### src/rtl/core/rmsp_pkg.sv
// Shared types and constants for the RMSprop weight update block.
// Used by the square root and divider pipelines and by the top level.
// Depends on nothing.
package rmsp_pkg;

	// Field widths.
	localparam int DATA_W = 32;
	localparam int IDX_W  = 12;
	localparam int CFG_W  = 16;
	localparam int V_W    = 48;
	localparam int ROOT_W = 24;
	localparam int DEN_W  = ROOT_W + 1;
	localparam int NUM_W  = CFG_W + DATA_W;
	localparam int TAG_W  = 8;

	// Square root pipeline: two result bits per stage.
	localparam int SQ_STEPS  = 2;
	localparam int SQ_STAGES = ROOT_W / SQ_STEPS;
	localparam int SQ_REM_W  = ROOT_W + 3;

	// Divider pipeline: four quotient bits per stage.
	localparam int DIV_STEPS  = 4;
	localparam int DIV_STAGES = NUM_W / DIV_STEPS;
	localparam int DIV_REM_W  = DEN_W + 1;

	// Configuration register indexes and reset values.
	localparam int CFG_IDX_W = 1;
	localparam logic [CFG_IDX_W-1:0] REG_LR    = 1'b0;
	localparam logic [CFG_IDX_W-1:0] REG_DECAY = 1'b1;
	localparam logic [CFG_W-1:0] LR_RESET    = 16'd66;
	localparam logic [CFG_W-1:0] DECAY_RESET = 16'd58982;

	// Command codes of an input item.
	typedef enum logic {
		CMD_UPDATE = 1'b0,
		CMD_CLEAR  = 1'b1
	} cmd_t;

	// Per-item context that travels along the arithmetic pipelines.
	typedef struct packed {
		cmd_t              cmd;
		logic [IDX_W-1:0]  idx;
		logic [DATA_W-1:0] weight;
		logic              neg;
		logic [DATA_W-1:0] mag;
	} ctx_t;

endpackage

### src/rtl/core/rmsp_sqrt.sv
// Pipelined integer square root, floor(sqrt(rad)), two result bits per stage.
// Carries the item context alongside. Depends on rmsp_pkg.
module rmsp_sqrt
	import rmsp_pkg::*;
(
	input  logic              clk,
	input  logic              arst_n,
	input  logic              en,
	input  logic              in_valid,
	input  logic [V_W-1:0]    in_rad,
	input  ctx_t              in_ctx,
	output logic              out_valid,
	output logic [ROOT_W-1:0] out_root,
	output ctx_t              out_ctx
);

	typedef struct packed {
		logic [V_W-1:0]      rad;
		logic [SQ_REM_W-1:0] rem;
		logic [ROOT_W-1:0]   root;
	} sq_t;

	// Restoring square root steps: bring in two radicand bits, try root*4+1.
	function automatic sq_t sq_steps(sq_t a);
		sq_t r;
		logic [SQ_REM_W-1:0] trial;
		r = a;
		for (int i = 0; i < SQ_STEPS; i++) begin
			r.rem = {r.rem[SQ_REM_W-3:0], r.rad[V_W-1 -: 2]};
			r.rad = {r.rad[V_W-3:0], 2'b00};
			trial = SQ_REM_W'({r.root, 2'b01});
			if (r.rem >= trial) begin
				r.rem  = r.rem - trial;
				r.root = {r.root[ROOT_W-2:0], 1'b1};
			end else begin
				r.root = {r.root[ROOT_W-2:0], 1'b0};
			end
		end
		return r;
	endfunction

	logic valid_s [SQ_STAGES];
	sq_t  sq_s    [SQ_STAGES];
	ctx_t ctx_s   [SQ_STAGES];

	for (genvar st = 0; st < SQ_STAGES; st++) begin : g_stg
		sq_t  prev;
		ctx_t prev_ctx;
		logic prev_valid;

		// Each stage takes the previous stage, the first takes the inputs.
		if (st == 0) begin : g_first
			assign prev       = {in_rad, SQ_REM_W'(0), ROOT_W'(0)};
			assign prev_ctx   = in_ctx;
			assign prev_valid = in_valid;
		end else begin : g_next
			assign prev       = sq_s[st-1];
			assign prev_ctx   = ctx_s[st-1];
			assign prev_valid = valid_s[st-1];
		end

		always_ff @(posedge clk or negedge arst_n) begin
			if (!arst_n) begin
				valid_s[st] <= 1'b0;
			end else if (en) begin
				valid_s[st] <= prev_valid;
			end
		end

		always_ff @(posedge clk) begin
			if (en) begin
				sq_s[st]  <= sq_steps(prev);
				ctx_s[st] <= prev_ctx;
			end
		end
	end

	assign out_valid = valid_s[SQ_STAGES-1];
	assign out_root  = sq_s[SQ_STAGES-1].root;
	assign out_ctx   = ctx_s[SQ_STAGES-1];

endmodule

### config.mk
export PLATFORM = sky130hd
export DESIGN_NAME = rmsp_sqrt
export DESIGN_NICKNAME = d
export VERILOG_FILES = /design/src/rtl/core/rmsp_pkg.sv /design/src/rtl/core/rmsp_sqrt.sv
export SDC_FILE = /design/constraint.sdc
export NUM_CORES = 2
export LEC_CHECK = 0
export ABC_CLOCK_PERIOD_IN_PS = 13900
export BUFFER_PORTS_ARGS = -buffer_cell sky130_fd_sc_hd__buf_4
export CAP_MARGIN = 20
export CORE_ASPECT_RATIO = 0.75
export CORE_MARGIN = 2
export CORE_UTILIZATION = 53
export CTS_BUF_LIST = sky130_fd_sc_hd__clkbuf_8
export DETAILED_ROUTE_END_ITERATION = 12
export PLACE_DENSITY = 0.7
export SYNTH_ARGS = -nofsm -noshare
export SYNTH_HDL_FRONTEND = slang
export SYNTH_SLANG_ARGS = --single-unit
export TNS_END_PERCENT = 50
### constraint.sdc
create_clock -name clk -period 13.9 [get_ports clk]
set_input_delay 0 -clock clk [delete_from_list [all_inputs] [get_ports clk]]
set_output_delay 0 -clock clk [all_outputs]
set_load 0.02 [all_outputs]
# Yosys cells after proc, flatten, opt, wreduce, memory -nomap -nowiden
# Memories as Yosys holds them, arrays and structs flattened.
# Cells that the tools add are included.
# totals
n_memories	2
inputBits	130
mem_bits_rw	2076
ff_bits	12
# classes
addsub	24
muxes	98
magnitude_cmp	24
# mem_list
memory	depth	width	read_ports	rd_clocked_by_memory_dff	write_ports	line	source
sq_s	12	95	12	0	12	rmsp_sqrt.sv:43	sq_t sq_s [SQ_STAGES];
ctx_s	12	78	12	0	12	rmsp_sqrt.sv:44	ctx_t ctx_s [SQ_STAGES];
# ops
operator	n
27-bit two-way mux	24
27-bit by 26-bit >= comparator with 1-bit output	23
25-bit two-way mux	24
24-bit two-way mux	24
27-bit by 26-bit subtractor with 27-bit output	12
25-bit subtractor	11
1-bit two-way mux	26
2-bit by 1-bit subtractor with 3-bit output (second input constant)	1
2-bit by 1-bit >= comparator with 1-bit output (second input constant)	1

# Depth between registers and ports, before layout
# An unclocked memory read counts as a cell.
# depth
ltp_word	7
depth_mapped	28

# Least setup slack after synthesis
# Ideal clock, no wire load.
# synth_path
kind	reg-to-reg
start	memory sq_s[2][4] (netlist bit)
end	memory sq_s[2][127] (netlist bit) (data pin)
slack_ns	8.396
period_less_slack_ns	5.504
required_time_ns	13.638
setup_time_ns	0.262
arrival_ns	5.242
stages_incl_launch_ff	23
n_path_buf	3
cell_sequence	edfxtp_1 -> inv_1 -> ha_1 -> a211oi_1 -> o21ai_0 -> a221oi_2 -> o211ai_2 -> inv_2 -> buf_2 -> buf_1 -> nor2_1 -> nor2_1 -> ha_1 -> and3_1 -> clkbuf_1 -> a2111o_1 -> a31oi_1 -> a2bb2oi_1 -> o31ai_1 -> or4_1 -> nor4_4 -> inv_2 -> mux2_1
# synth_rtl
element	line
start: declaration	rmsp_sqrt.sv:43

==> reports/metrics.cfg <==
[logic_synthesis]
synth_area_per_cell_um2=13.8
ys_seq_elements=1628
yosys_warnings=0
syn_area_um2=73000
synth-edff-count=1616
synth_seq_area_share=0.668
yosys.cell_types.count=105
ys.flop_type=edfxtp_1
syn_inst=5310
async_reset_ff_frac=0.00737

[clock_tree]
htree_levels=4
cts_resized=0
path_clk_slew_ns=0.06
cts_root_buffer=clkbuf_8
clock_sinks=1628
cts_setup_buffers=0
cts_hold_buffers=262
clockBufferDepth=3
clk_latency_ns=0.96
cts_buffers=233
cts_tree=built

[final_layout]
syn_to_final_growth_pct=14.0
final_common_cell=edfxtp_1
layoutNonFillerInstCount=7904
final_area_um2=83300
layout_common_cells=1,616 x edfxtp_1, 359 x nor2_1, 357 x a21oi_1, 346 x inv_1, 325 x nand2_1
utilization=0.611
layout.nets=6331
drive_above_1_share=0.114

[setup_path]
slowest_delay_ns=0.73
start_kind=flip-flop
worstPathCellList=ha_1, and3_1, o21ai_0, a2111o_1, a31oi_1, nand2b_1, inv_1, nand2_1, nand2_1, ha_1, a21oi_1, nor2b_1, o21ai_0, nand2b_1, a21o_1, a21oi_1, a31oi_1, nor4b_1, nand2_1, and3_1, xnor2_1
cp.arrival_ns=7.74
crit_slowest_cell=nand2_1
crit_required_ns=14.58
critical_path_class=reg -> reg
cp_max_fo=29
critPathCaptureType=flip-flop
path_common_cell=nand2_1

[placed_design]
portBuffers=232
gp_congestion=0.915
place_area_um2=76300
dpl.cell_count=7226
hpwl_mm=97.8

[power]
power.density_nw_per_um2=165
finalPower_w=0.0137
vdd_drop_max_v=0.0000811
p_leak_nw=31.7

[drt]
vias=43200
wl_per_cell_um=18.0
vias_per_cell=5.47
drtIter0Drc=3683
antenna_left=0
drt_pass1_iterations=6
wirelength_mm=142
drc_errors=0

[sta]
finalSetupTns_ns=0
fmax_ghz=0.142
slew_headroom=0.259
hold_viol=0
setup_viol=0
worstMarginPinSlew_ns=1.11
slew_viol_final=0
post-route-period-util=0.508
rsz0062_at_grt=no
fin_worst_skew_ns=0.0548
period_minus_slack_ns=7.06

[global_route]
grt_pass1_vias=41000
track_usage=0.200
antenna_found_initial=4
grt_pass1_wl_mm=223
grt-ovfl-total=0
grt_max_degree=208

[floorplanning]
initial_core_util=0.536
ioPinCount=233
dieArea_um2=141000
die_w_um=433
die_h_um=326
num_rows=117
core-area_um2=136000

[hold_path]
min_path_type=in -> reg

[status]
status=completed

[run]
max_cap_viol_count=0

==> registers in the layout, indices dropped and copies added (netlist names) <==
register          count
ctx_s               936
sq_s                680
g_stg.prev_valid     11
out_valid             1
==> metal layers <==
metal | GRT usage | wire length (µm)
met1 | 0.306 | 68900
met4 | 0.0551 | 2600
met5 | 0 | 0
met2 | 0.291 | 61700
met3 | 0.0391 | 8850
==> stage by stage <==
| step | hold slack, ns | setup WS (ns) |
|---|---|---|
| floorplan | -0.296 | 8.40 |
| global placement | -0.157 | 6.94 |
| detailed placement | -0.150 | 6.85 |
| CTS | 0.00933 | 6.87 |
| global route | 0.110 | 6.12 |
| finish | 0.164 | 6.84 |
==> path summary, 6_finish.rpt <==
check / startpoint / endpoint / slack (ns) / cells after the start
max in group asynchronous: arst_n / g_stg[11].prev_valid / 12.83 / 4
min: in_rad[47] / sq_s[0][26] / 0.16 / 5
max reg2reg: sq_s[1][26] / sq_s[1][143] / 6.84 / 21
min in group asynchronous: arst_n / g_stg[9].prev_valid / 0.69 / 4
max: sq_s[1][26] / sq_s[1][143] / 6.84 / 21
min reg2reg: ctx_s[0][121] / ctx_s[0][199] / 0.39 / 0
==> synth_stat cells (all sizes together), types with 25 or more instances <==
library cell	number	area share
o21a	46	0.0047
nor2b	42	0.0036
o31ai	36	0.0038
edfxtp	1616	0.66
a21oi	357	0.024
a211oi	25	0.0026
ha	321	0.055
o211ai	28	0.0029
xor2	143	0.017
o21ai	204	0.014
inv	279	0.014
nor4	57	0.0057
xnor2	249	0.030
nand2	326	0.017
nor3	96	0.0066
nand4	66	0.0057
and2	31	0.0027
or2	35	0.0030
nand2b	54	0.0046
mux2	66	0.010
a21o	128	0.013
clkbuf	74	0.0038
and3	43	0.0037
buf	110	0.010
a31oi	41	0.0035
o21bai	43	0.0044
nand3	88	0.0060
or3	43	0.0037
nor2	359	0.018
==> cell type report <==
cell class                      count  area, µm²
Fill cell                       10400      53000
Sequential cell                  1628      48800
Multi-Input combinational cell   3220      22100
Timing Repair Buffer              517       4640
Clock buffer                      234       3220
Tap cell                         1844       2310
Clock inverter                    179       1110
Inverter                          280       1060
Antenna cell                        2       5.00
==> critical path: cells and delay by family (launching register included) <==
kind,cells,cell delay [ns]
and+or+nand+nor,9,3.05
xor gates and xnor gates,1,0.13
DFF,1,0.43
AOI/OAI and AO/OA,8,1.96
adders and majority gates,2,0.72
buffers and inverters,1,0.49
==> cell families (layout without fill, tap and decap cells) <==
logic type	after synthesis	count (layout)	share of synthesized area
DFF	1628	1628	0.668
AOI/OAI and AO/OA	1066	1066	0.0938
buffers and inverters	464	1210	0.0286
adders and majority gates	321	321	0.0550
other	1	5	0.0000513
muxes	81	81	0.0122
xor gates and xnor gates	392	392	0.0471
and+or+nand+nor	1357	1357	0.0948
==> report_power, final <==
part	leakage [nW]	switching [W]	internal, W
Sequential	15.8	0.000307	0.00608
Combinational	13.4	0.00221	0.00161
Clock	2.47	0.00179	0.00173
Note: power is estimated with default switching activity, not from simulation.
